<file path="src/rtl/pid_pkg.sv">
// shared widths, register indexes, reset values and stage payload types for the pid step core
package pid_pkg;

	// sample and accumulator widths
	localparam int SAMPLE_W = 16;
	localparam int SUM_W    = 32;
	localparam int REG_W    = 16;
	localparam int FRAC_W   = 8;

	// derived datapath widths
	localparam int ERR_W  = SAMPLE_W + 1;
	localparam int DIFF_W = ERR_W + 1;
	localparam int ACC_W  = ((SUM_W > ERR_W) ? SUM_W : ERR_W) + 1;
	localparam int P_W    = REG_W + ERR_W;
	localparam int I_W    = REG_W + SUM_W;
	localparam int D_W    = REG_W + DIFF_W;
	localparam int PD_MAX = (P_W > D_W) ? P_W : D_W;
	localparam int RAW_W  = ((PD_MAX > I_W) ? PD_MAX : I_W) + 2;
	localparam int SHR_W  = RAW_W - FRAC_W;

	// stream and config port widths
	localparam int IN_DATA_W  = ((2 * SAMPLE_W + 7) / 8) * 8;
	localparam int OUT_DATA_W = ((REG_W + 7) / 8) * 8;
	localparam int CFG_IDX_W  = 3;

	// register indexes
	localparam logic [CFG_IDX_W-1:0] REG_KP      = 3'd0;
	localparam logic [CFG_IDX_W-1:0] REG_KI_DT   = 3'd1;
	localparam logic [CFG_IDX_W-1:0] REG_KD_DT   = 3'd2;
	localparam logic [CFG_IDX_W-1:0] REG_OUT_MIN = 3'd3;
	localparam logic [CFG_IDX_W-1:0] REG_OUT_MAX = 3'd4;

	// register reset values
	localparam logic [REG_W-1:0] KP_RESET      = 16'h0100;
	localparam logic [REG_W-1:0] KI_DT_RESET   = 16'h0000;
	localparam logic [REG_W-1:0] KD_DT_RESET   = 16'h0000;
	localparam logic [REG_W-1:0] OUT_MIN_RESET = 16'h8000;
	localparam logic [REG_W-1:0] OUT_MAX_RESET = 16'h7fff;

	// integrator saturation limits, sign extended to the accumulator width
	localparam logic signed [ACC_W-1:0] SUM_HI_EXT =
		{{(ACC_W - SUM_W + 1){1'b0}}, {(SUM_W - 1){1'b1}}};
	localparam logic signed [ACC_W-1:0] SUM_LO_EXT =
		{{(ACC_W - SUM_W + 1){1'b1}}, {(SUM_W - 1){1'b0}}};
	localparam logic [SUM_W-1:0] SUM_HI = {1'b0, {(SUM_W - 1){1'b1}}};
	localparam logic [SUM_W-1:0] SUM_LO = {1'b1, {(SUM_W - 1){1'b0}}};

	typedef struct packed {
		logic [REG_W-1:0] kp;
		logic [REG_W-1:0] ki_dt;
		logic [REG_W-1:0] kd_dt;
	} gains_t;

	typedef struct packed {
		logic [REG_W-1:0] out_min;
		logic [REG_W-1:0] out_max;
	} limits_t;

	typedef struct packed {
		logic [ERR_W-1:0]  err;
		logic [DIFF_W-1:0] diff;
		logic [SUM_W-1:0]  sum;
	} err_stage_t;

	typedef struct packed {
		logic [P_W-1:0] p_term;
		logic [I_W-1:0] i_term;
		logic [D_W-1:0] d_term;
	} prod_stage_t;

endpackage

</file>
<file path="src/rtl/pid_err.sv">
// input register, error forming, derivative difference and saturating integrator
module pid_err (
	input  logic                         clk,
	input  logic                         arst_n,
	input  logic                         in_valid,
	output logic                         in_ready,
	input  logic [pid_pkg::SAMPLE_W-1:0] setpoint,
	input  logic [pid_pkg::SAMPLE_W-1:0] measurement,
	output logic                         out_valid,
	input  logic                         out_ready,
	output pid_pkg::err_stage_t          out_stage
);

	localparam int SAMPLE_W = pid_pkg::SAMPLE_W;
	localparam int ERR_W    = pid_pkg::ERR_W;
	localparam int DIFF_W   = pid_pkg::DIFF_W;
	localparam int SUM_W    = pid_pkg::SUM_W;
	localparam int ACC_W    = pid_pkg::ACC_W;

	logic                v_s1;
	logic [SAMPLE_W-1:0] sp_s1;
	logic [SAMPLE_W-1:0] ms_s1;
	logic                v_s2;
	pid_pkg::err_stage_t stage_s2;
	logic [ERR_W-1:0]    prev_err_q;
	logic [SUM_W-1:0]    err_sum_q;

	logic                ready_s2;
	logic                adv;
	logic signed [ERR_W-1:0]  err_c;
	logic signed [DIFF_W-1:0] diff_c;
	logic signed [ACC_W-1:0]  acc_c;
	logic [SUM_W-1:0]         sum_c;

	// handshake chain
	assign ready_s2 = !v_s2 || out_ready;
	assign in_ready = !v_s1 || ready_s2;
	assign adv      = v_s1 && ready_s2;

	// input register
	always_ff @(posedge clk or negedge arst_n) begin
		if (!arst_n) begin
			v_s1 <= 1'b0;
		end else if (in_ready) begin
			v_s1 <= in_valid;
		end
	end

	always_ff @(posedge clk) begin
		if (in_valid && in_ready) begin
			sp_s1 <= setpoint;
			ms_s1 <= measurement;
		end
	end

	// error, difference and widened integrator sum
	always_comb begin
		err_c  = {sp_s1[SAMPLE_W-1], sp_s1} - {ms_s1[SAMPLE_W-1], ms_s1};
		diff_c = {err_c[ERR_W-1], err_c} - {prev_err_q[ERR_W-1], prev_err_q};
		acc_c  = {{(ACC_W - SUM_W){err_sum_q[SUM_W-1]}}, err_sum_q}
			+ {{(ACC_W - ERR_W){err_c[ERR_W-1]}}, err_c};
		if (acc_c > pid_pkg::SUM_HI_EXT) begin
			sum_c = pid_pkg::SUM_HI;
		end else if (acc_c < pid_pkg::SUM_LO_EXT) begin
			sum_c = pid_pkg::SUM_LO;
		end else begin
			sum_c = acc_c[SUM_W-1:0];
		end
	end

	// controller state, updated once per request in order
	always_ff @(posedge clk or negedge arst_n) begin
		if (!arst_n) begin
			prev_err_q <= '0;
			err_sum_q  <= '0;
		end else if (adv) begin
			prev_err_q <= err_c;
			err_sum_q  <= sum_c;
		end
	end

	// error stage register
	always_ff @(posedge clk or negedge arst_n) begin
		if (!arst_n) begin
			v_s2 <= 1'b0;
		end else if (ready_s2) begin
			v_s2 <= v_s1;
		end
	end

	always_ff @(posedge clk) begin
		if (adv) begin
			stage_s2.err  <= err_c;
			stage_s2.diff <= diff_c;
			stage_s2.sum  <= sum_c;
		end
	end

	assign out_valid = v_s2;
	assign out_stage = stage_s2;

endmodule

</file>
<file path="src/rtl/pid_mul.sv">
// the three gain products, registered
module pid_mul (
	input  logic                 clk,
	input  logic                 arst_n,
	input  pid_pkg::gains_t      gains,
	input  logic                 in_valid,
	output logic                 in_ready,
	input  pid_pkg::err_stage_t  in_stage,
	output logic                 out_valid,
	input  logic                 out_ready,
	output pid_pkg::prod_stage_t out_stage
);

	localparam int P_W = pid_pkg::P_W;
	localparam int I_W = pid_pkg::I_W;
	localparam int D_W = pid_pkg::D_W;

	logic                  v_s3;
	pid_pkg::prod_stage_t  prod_s3;
	logic signed [P_W-1:0] p_c;
	logic signed [I_W-1:0] i_c;
	logic signed [D_W-1:0] d_c;

	assign in_ready = !v_s3 || out_ready;

	// signed multiplies, operands extend to the product width
	assign p_c = $signed(gains.kp)    * $signed(in_stage.err);
	assign i_c = $signed(gains.ki_dt) * $signed(in_stage.sum);
	assign d_c = $signed(gains.kd_dt) * $signed(in_stage.diff);

	// product register
	always_ff @(posedge clk or negedge arst_n) begin
		if (!arst_n) begin
			v_s3 <= 1'b0;
		end else if (in_ready) begin
			v_s3 <= in_valid;
		end
	end

	always_ff @(posedge clk) begin
		if (in_valid && in_ready) begin
			prod_s3.p_term <= p_c;
			prod_s3.i_term <= i_c;
			prod_s3.d_term <= d_c;
		end
	end

	assign out_valid = v_s3;
	assign out_stage = prod_s3;

endmodule

</file>
<file path="src/rtl/pid_out.sv">
// product sum with floor shift to q8.8, then clamp into the output register
module pid_out (
	input  logic                      clk,
	input  logic                      arst_n,
	input  pid_pkg::limits_t          limits,
	input  logic                      in_valid,
	output logic                      in_ready,
	input  pid_pkg::prod_stage_t      in_stage,
	output logic                      out_valid,
	input  logic                      out_ready,
	output logic [pid_pkg::REG_W-1:0] drive,
	output logic                      was_clamped
);

	localparam int P_W    = pid_pkg::P_W;
	localparam int I_W    = pid_pkg::I_W;
	localparam int D_W    = pid_pkg::D_W;
	localparam int RAW_W  = pid_pkg::RAW_W;
	localparam int SHR_W  = pid_pkg::SHR_W;
	localparam int REG_W  = pid_pkg::REG_W;
	localparam int FRAC_W = pid_pkg::FRAC_W;

	logic                    v_s4;
	logic [SHR_W-1:0]        raw_s4;
	logic                    v_q;
	logic [REG_W-1:0]        drive_q;
	logic                    clamp_q;
	logic                    ready_s4;
	logic signed [RAW_W-1:0] raw_c;
	logic signed [SHR_W-1:0] shr_v;
	logic signed [SHR_W-1:0] lo_ext;
	logic signed [SHR_W-1:0] hi_ext;
	logic [REG_W-1:0]        drive_c;
	logic                    clamp_c;

	assign ready_s4 = !v_q || out_ready;
	assign in_ready = !v_s4 || ready_s4;

	// exact sum of the three terms; dropping the low bits floors the shift
	assign raw_c = {{(RAW_W - P_W){in_stage.p_term[P_W-1]}}, in_stage.p_term}
		+ {{(RAW_W - I_W){in_stage.i_term[I_W-1]}}, in_stage.i_term}
		+ {{(RAW_W - D_W){in_stage.d_term[D_W-1]}}, in_stage.d_term};

	always_ff @(posedge clk or negedge arst_n) begin
		if (!arst_n) begin
			v_s4 <= 1'b0;
		end else if (in_ready) begin
			v_s4 <= in_valid;
		end
	end

	always_ff @(posedge clk) begin
		if (in_valid && in_ready) begin
			raw_s4 <= raw_c[RAW_W-1:FRAC_W];
		end
	end

	// clamp, lower limit tested first
	always_comb begin
		shr_v  = raw_s4;
		lo_ext = {{(SHR_W - REG_W){limits.out_min[REG_W-1]}}, limits.out_min};
		hi_ext = {{(SHR_W - REG_W){limits.out_max[REG_W-1]}}, limits.out_max};
		if (shr_v < lo_ext) begin
			drive_c = limits.out_min;
			clamp_c = 1'b1;
		end else if (shr_v > hi_ext) begin
			drive_c = limits.out_max;
			clamp_c = 1'b1;
		end else begin
			drive_c = raw_s4[REG_W-1:0];
			clamp_c = 1'b0;
		end
	end

	// output register
	always_ff @(posedge clk or negedge arst_n) begin
		if (!arst_n) begin
			v_q <= 1'b0;
		end else if (ready_s4) begin
			v_q <= v_s4;
		end
	end

	always_ff @(posedge clk) begin
		if (v_s4 && ready_s4) begin
			drive_q <= drive_c;
			clamp_q <= clamp_c;
		end
	end

	assign out_valid   = v_q;
	assign drive       = drive_q;
	assign was_clamped = clamp_q;

endmodule

</file>
<file path="src/rtl/pid_controller_step_core.sv">
// top level of the fixed point pid step core: config registers, stage wiring, checks
//
// Each request on the s_axis channel carries one setpoint and one measurement
// (signed q8.8). The core forms the error, updates the previous error and a
// saturating 32-bit error sum, and returns one result on m_axis: the drive
// value kp*e + ki_dt*sum + kd_dt*(e - previous e), floored back to q8.8 and
// clamped to [out_min, out_max], with tuser set when the clamp acted.
// Gains and limits are written through the cfg channel (always ready); the
// user must write them only while no request is in flight (the core does
// not check). Indexes above four are ignored. From acceptance to m_axis_tvalid
// a request passes the input register, error and integrator stage, multiplier
// stage, sum stage and clamp register. The integrator loop closes in the error
// stage, so back to back samples run at full rate: one request is accepted
// every cycle while results are taken. On a receiver stall each stage holds its
// result, empty stages keep filling and s_axis_tready drops only when every stage
// is occupied. Reset clears the pipeline, both state registers and restores kp to
// 1.0, the other gains to zero and the limits to the full 16-bit range.
module pid_controller_step_core (
	input  logic                                   clk,
	input  logic                                   arst_n,
	// config write channel
	input  logic                                   cfg_valid,
	output logic                                   cfg_ready,
	input  logic [pid_pkg::CFG_IDX_W-1:0]          cfg_index,
	input  logic [pid_pkg::REG_W-1:0]              cfg_data,
	// request stream
	input  logic                                   s_axis_tvalid,
	output logic                                   s_axis_tready,
	input  logic [pid_pkg::IN_DATA_W-1:0]          s_axis_tdata,  // setpoint, measurement
	// result stream
	output logic                                   m_axis_tvalid,
	input  logic                                   m_axis_tready,
	output logic [pid_pkg::OUT_DATA_W-1:0]         m_axis_tdata,  // drive
	output logic                                   m_axis_tuser   // was_clamped
);

	localparam int SAMPLE_W = pid_pkg::SAMPLE_W;
	localparam int REG_W    = pid_pkg::REG_W;

	logic [REG_W-1:0] kp_q;
	logic [REG_W-1:0] ki_dt_q;
	logic [REG_W-1:0] kd_dt_q;
	logic [REG_W-1:0] out_min_q;
	logic [REG_W-1:0] out_max_q;

	pid_pkg::gains_t      gains;
	pid_pkg::limits_t     limits;
	pid_pkg::err_stage_t  err_stage;
	pid_pkg::prod_stage_t prod_stage;
	logic                 err_valid;
	logic                 err_ready;
	logic                 prod_valid;
	logic                 prod_ready;
	logic [REG_W-1:0]     drive;

	// config registers
	assign cfg_ready = 1'b1;

	always_ff @(posedge clk or negedge arst_n) begin
		if (!arst_n) begin
			kp_q      <= pid_pkg::KP_RESET;
			ki_dt_q   <= pid_pkg::KI_DT_RESET;
			kd_dt_q   <= pid_pkg::KD_DT_RESET;
			out_min_q <= pid_pkg::OUT_MIN_RESET;
			out_max_q <= pid_pkg::OUT_MAX_RESET;
		end else if (cfg_valid && cfg_ready) begin
			unique case (cfg_index)
				pid_pkg::REG_KP:      kp_q      <= cfg_data;
				pid_pkg::REG_KI_DT:   ki_dt_q   <= cfg_data;
				pid_pkg::REG_KD_DT:   kd_dt_q   <= cfg_data;
				pid_pkg::REG_OUT_MIN: out_min_q <= cfg_data;
				pid_pkg::REG_OUT_MAX: out_max_q <= cfg_data;
				default: ;
			endcase
		end
	end

	assign gains.kp       = kp_q;
	assign gains.ki_dt    = ki_dt_q;
	assign gains.kd_dt    = kd_dt_q;
	assign limits.out_min = out_min_q;
	assign limits.out_max = out_max_q;

	// error and integrator stage
	pid_err u_err (
		.clk         (clk),
		.arst_n      (arst_n),
		.in_valid    (s_axis_tvalid),
		.in_ready    (s_axis_tready),
		.setpoint    (s_axis_tdata[SAMPLE_W-1:0]),
		.measurement (s_axis_tdata[2*SAMPLE_W-1:SAMPLE_W]),
		.out_valid   (err_valid),
		.out_ready   (err_ready),
		.out_stage   (err_stage)
	);

	// gain products
	pid_mul u_mul (
		.clk       (clk),
		.arst_n    (arst_n),
		.gains     (gains),
		.in_valid  (err_valid),
		.in_ready  (err_ready),
		.in_stage  (err_stage),
		.out_valid (prod_valid),
		.out_ready (prod_ready),
		.out_stage (prod_stage)
	);

	// sum, shift and clamp
	pid_out u_out (
		.clk         (clk),
		.arst_n      (arst_n),
		.limits      (limits),
		.in_valid    (prod_valid),
		.in_ready    (prod_ready),
		.in_stage    (prod_stage),
		.out_valid   (m_axis_tvalid),
		.out_ready   (m_axis_tready),
		.drive       (drive),
		.was_clamped (m_axis_tuser)
	);

	assign m_axis_tdata = pid_pkg::OUT_DATA_W'(drive);

	// an empty output register means every stage can move
	a_ready_when_drained: assert property (@(posedge clk) disable iff (!arst_n)
		!m_axis_tvalid |-> s_axis_tready)
		else $error("input stalled while the output register is empty");

	// a clamped result sits exactly on one of the limits
	a_clamp_on_limit: assert property (@(posedge clk) disable iff (!arst_n)
		(m_axis_tvalid && m_axis_tuser) |-> (drive == out_min_q || drive == out_max_q))
		else $error("clamped drive is not on a limit");

	// an unclamped result lies within ordered limits
	a_unclamped_in_range: assert property (@(posedge clk) disable iff (!arst_n)
		(m_axis_tvalid && !m_axis_tuser && ($signed(out_min_q) <= $signed(out_max_q)))
		|-> ($signed(drive) >= $signed(out_min_q) && $signed(drive) <= $signed(out_max_q)))
		else $error("unclamped drive outside the limits");

	// the product stage only empties toward the sum stage when that one can take it
	a_mul_hold: assert property (@(posedge clk) disable iff (!arst_n)
		(prod_valid && !prod_ready) |=> prod_valid)
		else $error("product stage lost a stalled result");

endmodule

</file>
<file path="config.mk">
export PLATFORM = sky130hd
export DESIGN_NAME = pid_controller_step_core
export DESIGN_NICKNAME = d
export VERILOG_FILES = /design/src/rtl/pid_pkg.sv /design/src/rtl/pid_err.sv /design/src/rtl/pid_mul.sv /design/src/rtl/pid_out.sv /design/src/rtl/pid_controller_step_core.sv
export SDC_FILE = /design/constraint.sdc
export NUM_CORES = 2
export LEC_CHECK = 0
export BUFFER_PORTS_ARGS = -buffer_cell sky130_fd_sc_hd__buf_2
export CAP_MARGIN = 20
export CORE_ASPECT_RATIO = 0.9
export CORE_MARGIN = 2
export CORE_UTILIZATION = 30
export DETAILED_ROUTE_END_ITERATION = 7
export SLEW_MARGIN = 0
export SYNTH_ARGS = -nofsm -noshare
export SYNTH_HDL_FRONTEND = slang
export SYNTH_SLANG_ARGS = --single-unit
</file>
<file path="constraint.sdc">
create_clock -name clk -period 9.09 [get_ports clk]
set_clock_uncertainty 0.05 [all_clocks]
set_input_delay 0.909 -clock clk [delete_from_list [all_inputs] [get_ports clk]]
set_output_delay 0.909 -clock clk [all_outputs]
set_load 0.02 [all_outputs]
</file>
* Word level (Yosys, flattened, before mapping)
Index checks and enable logic that the tools add are counted.
Operators by class: add/sub/neg operators 5, multiply operators 3, order comparisons 4, equal/unequal tests 4, mux-type cells 5, reductions and logical operators 21
Operator list (number):
- $mux W32 | 2
- $add A50 B50 Y50 | 1
- $add A33 B48 Y49 | 1
- $mul A16 B32 Y48 | 1
- $gt A42 B16 Y1 | 1
- $lt A42 B16 Y1 | 1
- $mul A16 B18 Y34 | 1
- $add A32 B17 Y33 | 1
- $gt A33 B32 Y1 const B | 1
- $lt A33 B32 Y1 const B | 1
- $mul A16 B17 Y33 | 1
- $mux W16 | 2
- $sub A17 B17 Y18 | 1
- $sub A16 B16 Y17 | 1
- $reduce_and A2 Y1 | 5
- $eq A3 B2 Y1 const B | 2
- $logic_and A1 B1 Y1 | 5
- $logic_not A1 Y1 | 5
- $logic_or A1 B1 Y1 | 5
- $eq A3 B1 Y1 const B | 1
- $eq A3 B3 Y1 const B | 1
- $logic_not A3 Y1 | 1
- $mux W1 | 1
Word-level totals: register bits after elaboration 407, input port bits 56, output and inout port bits 20, logic and storage cells 65

* Depth between registers and ports, before layout
depth in word-level cells 7, gate-level depth with buffers 26, gate-level depth less buffers 25

* Modules after synthesis
Synthesis repeated with hierarchy kept, for this count alone.
Second synthesis, totals: cells, all modules 6209, area, all modules 61626.6 um^2
Modules (own cells, without submodules):
- pid_mul | instances 1, cells each 4519, area each 42470.7 um^2, sequential area each 3478.3 um^2
- pid_err | instances 1, cells each 756, area each 8514.4 um^2, sequential area each 4249.1 um^2
- pid_out | instances 1, cells each 759, area each 7558.5 um^2, sequential area each 1821.7 um^2
- pid_controller_step_core | instances 1, cells each 175, area each 3083.0 um^2, sequential area each 2023.2 um^2

* Least setup slack after synthesis
No wires, ideal clock.
kind register to register, from register u_err.stage_s2 (netlist bit u_err.out_stage[7]), to register u_mul.prod_s3 (netlist bit u_mul.out_stage[80]) (data pin), setup time 0.260 ns, arrival 6.181 ns, required time 8.780 ns, slack 2.599 ns, stages on the path, launching flop included 24, buffers on the path 1, period minus slack after synthesis 6.491 ns, cells stage by stage edfxtp_1 clkbuf_1 nand2_1 fa_1 inv_1 fa_1 inv_1 fa_1 inv_1 fa_1 fa_1 inv_1 fa_1 inv_1 ha_1 or4_1 a211oi_2 a211oi_2 a221oi_4 o31a_4 o31ai_2 a221o_2 a221oi_2 xnor2_1
Between the ends: cells in the longest elaborated chain, start to end 1
Ends and longest elaborated chain:
- start: declaration | line pid_err.sv:24 | pid_pkg::err_stage_t stage_s2;
- $mul A16 B32 Y48 | line pid_mul.sv:28 | assign i_c = $signed(gains.ki_dt) * $signed(in_stage.sum);
- named net u_mul.i_c[46] | line pid_mul.sv:21 | logic signed [I_W-1:0] i_c;
- end: declaration | line pid_mul.sv:19 | pid_pkg::prod_stage_t prod_s3;
The timed path passes the listed nets, and every way through them passes these cells. A chain may end at the register's enable or synchronous reset.

* Worst setup path in the final report
from register ki_dt_q[15], to register u_mul.prod_s3 (netlist bit u_mul.out_stage[79]) (data pin)
Between the ends: cells in the longest elaborated chain, start to end 1
Ends and longest elaborated chain:
- start: declaration | line pid_controller_step_core.sv:41 | logic [REG_W-1:0] ki_dt_q;
- start signal: assignment | line pid_controller_step_core.sv:62 | ki_dt_q <= pid_pkg::KI_DT_RESET;
- start signal: assignment | line pid_controller_step_core.sv:69 | pid_pkg::REG_KI_DT: ki_dt_q <= cfg_data;
- $mul A16 B32 Y48 | line pid_mul.sv:28
- named net u_mul.i_c[45] | line pid_mul.sv:21
The timed path passes the listed nets, and every way through them passes these cells.

==> flow_summary.toml <==
[status]
outcome = "completed"

[cts]
clk_pin_slew_ps = 80
postCtsHoldBufs = 0
clock_path_buffers = 3
ctsResizeCount = 0
htreeDepth = 2
clock-sinks = 407
cts_setup_buffers = 0
cts_tree = "yes"
cts_root_buffer = "clkbuf_16"
numCtsBuffers = 47
insertion_delay_ps = 660

[critical_path]
cp.required_ps = 9420
path_class = "flop to flop"
arrival_ps = 8000
rr_worst_depth = 22
end_kind = "flop"
worst-path-max-fanout = 15
cp-start-kind = "flop"

[place]
place_inst = 9111
gp_congestion = 0.901
place_area_sq_um = 65700
io_buffer_count = 74
dp_hpwl_mm = 134

[global_route]
antenna_found_initial = 7
grt_pass1_wl_mm = 266
grt_max_degree = 63
grt_pass1_vias = 46900
grt-ovfl-total = 0
grt_usage_pct = 15.9

[timing]
fin_hold_ws_ps = 80.8
fmaxAchievable_mhz = 130
period_minus_slack_ps = 7670
report.final.slew_viol_count = 0
fin_crit_sh_pct = 84.4
setup_tns_ps = 0
setup_viol = 0
hold_viol_final = 0
rsz0062_at_grt = "no"
worst_slew_pin_slew_ps = 1120
relSlewSlack_pct = 25.1

[yosys]
syn_area_sq_um = 62400
ys_ff_latch = 407
async_flop_share_pct = 32.9
synth_cells = 6490
synthTopCellsByCount = "inv_1 (1336), fa_1 (1056), nand2_1 (755)"
synth.distinct_cells = 93
synthTopCellsByArea = "fa_1 (34%), edfxtp_1 (13%), ha_1 (11%), inv_1 (8.0%), dfrtp_1 (4.7%)"
synth_warnings = 0
synth.most_common_cell = "inv_1"
ys_seq_area_share_pct = 18.5
synth_edf_count = 273
synth_fp_nets = 8130
syn_avg_cell_area_sq_um = 9.62
synth_top_cell_area_share_pct = 33.9
yosys.area.top_type = "fa_1"
synth_flop_cell = "edfxtp_1"

[die]
placementRows = 158
core_area_sq_um = 206000
die-area_sq_um = 212000
fp.dieW_um = 485
initial_core_util_pct = 30.3
io-pin-count = 76
die_h_um = 437

[route]
num_vias = 44200
wl_per_cell_um = 18.0
ant_nets = 0
dr.pass1.iters = 6
drtIter0Drc = 3252
wl_mm = 166
viasPerCell = 4.80
drc_errors = 0

[layout]
syn_to_final_growth_pct = 7.73
final_area_sq_um = 67300
final_cells = 9201
layout.nets = 8081
drive_above_1_share_pct = 5.35

[hold_path]
hold_path_class = "input port to asynchronous set/reset pin"

[flow_run]
max-cap-violations = 0
==> logic make-up after synthesis <==
family	count (synthesis)	share of synthesized area, %
simple gates	1737	13.3
mux	106	1.85
buf+inv	1557	9.49
other cells	1	0.00601
compound gates	843	8.77
fa+ha+maj	1584	44.4
flops	407	18.5
xor+xnor	255	3.58
==> worst paths after layout <==
path                            startpoint             endpoint  slack [ps]
min reg2reg                     u_err.v_s1      u_err.out_valid         440
min in group clk           s_axis_tdata[2]       u_err.sp_s1[2]         380
max in group asynchronous           arst_n        out_min_q[14]        7590
max reg2reg                    ki_dt_q[15]  u_mul.out_stage[79]        1420
min                                 arst_n  u_err.err_sum_q[24]          80
max                            ki_dt_q[15]  u_mul.out_stage[79]        1420
==> cell type report <==
class	count	area (sq um)
antenna	1	2.50
multi-input combinational	4526	45000
timing repair buffer	122	777
inverter	1337	5020
sequential	407	11600
tap	2720	3400
clock buffer	57	1230
fill	21100	139000
clock inverter	31	280
==> placed cells by master (no fill, tap or decap), types with 48 or more instances in the layout <==
cell type	synthesis	final
inv_1	1336	1335
fa_1	1056	1056
nand2_1	755	755
ha_1	528	528
and2_1	439	436
edfxtp_1	273	273
a21oi_1	250	249
nor2_1	240	240
xnor2_1	186	186
o21ai_0	177	177
a21o_1	144	144
dfrtp_1	117	117
mux2_2	73	73
buf_2	10	73
xor2_1	69	69
nand2b_1	51	51
nand3_1	48	48
==> state kept, by name, summed over array words and instances (netlist names), 17 cells and up <==
register,count
u_out.raw_s4,42
u_err.out_stage,67
u_mul.out_stage,115
u_err.prev_err_q,17
u_err.err_sum_q,32
==> through the flow <==
step / setup slack, ps / utilization [%]
after floorplan: 2600 / -
after global placement: 1550 / 31.8
after detailed placement: 1510 / 31.8
after CTS: 1480 / 32.6
after global routing: 1180 / 32.6
final: 1420 / 32.6
==> critical path, cell delays in order, from the launching register on <==
cell	delay, ps
dfrtp_1	620
clkinv_1	600
buf_4	420
nor2_1	170
fa_1	460
fa_1	520
fa_1	430
fa_1	460
fa_1	500
inv_1	50
fa_1	480
inv_1	40
ha_1	380
a21o_1	210
a21o_1	180
a21oi_1	200
o211ai_1	140
o31a_1	370
a221o_1	400
a21o_1	220
a21o_1	200
a31oi_1	150
o2111ai_1	130
==> layer usage <==
layer | track usage [%] | share of wire (%) | vias up | routed length (um)
met1 | 23.0 | 47 | 22400 | 77600
li1 | - | - | 20300 | -
met5 | 0 | 0.014 | - | 23
met4 | 2.81 | 1.6 | 4 | 2700
met2 | 24.8 | 44 | 1343 | 72300
met3 | 2.97 | 7.9 | 166 | 13100
Power is not shown: default switching activity piles up to over one toggle a cycle in this logic, so the estimate is an artifact.
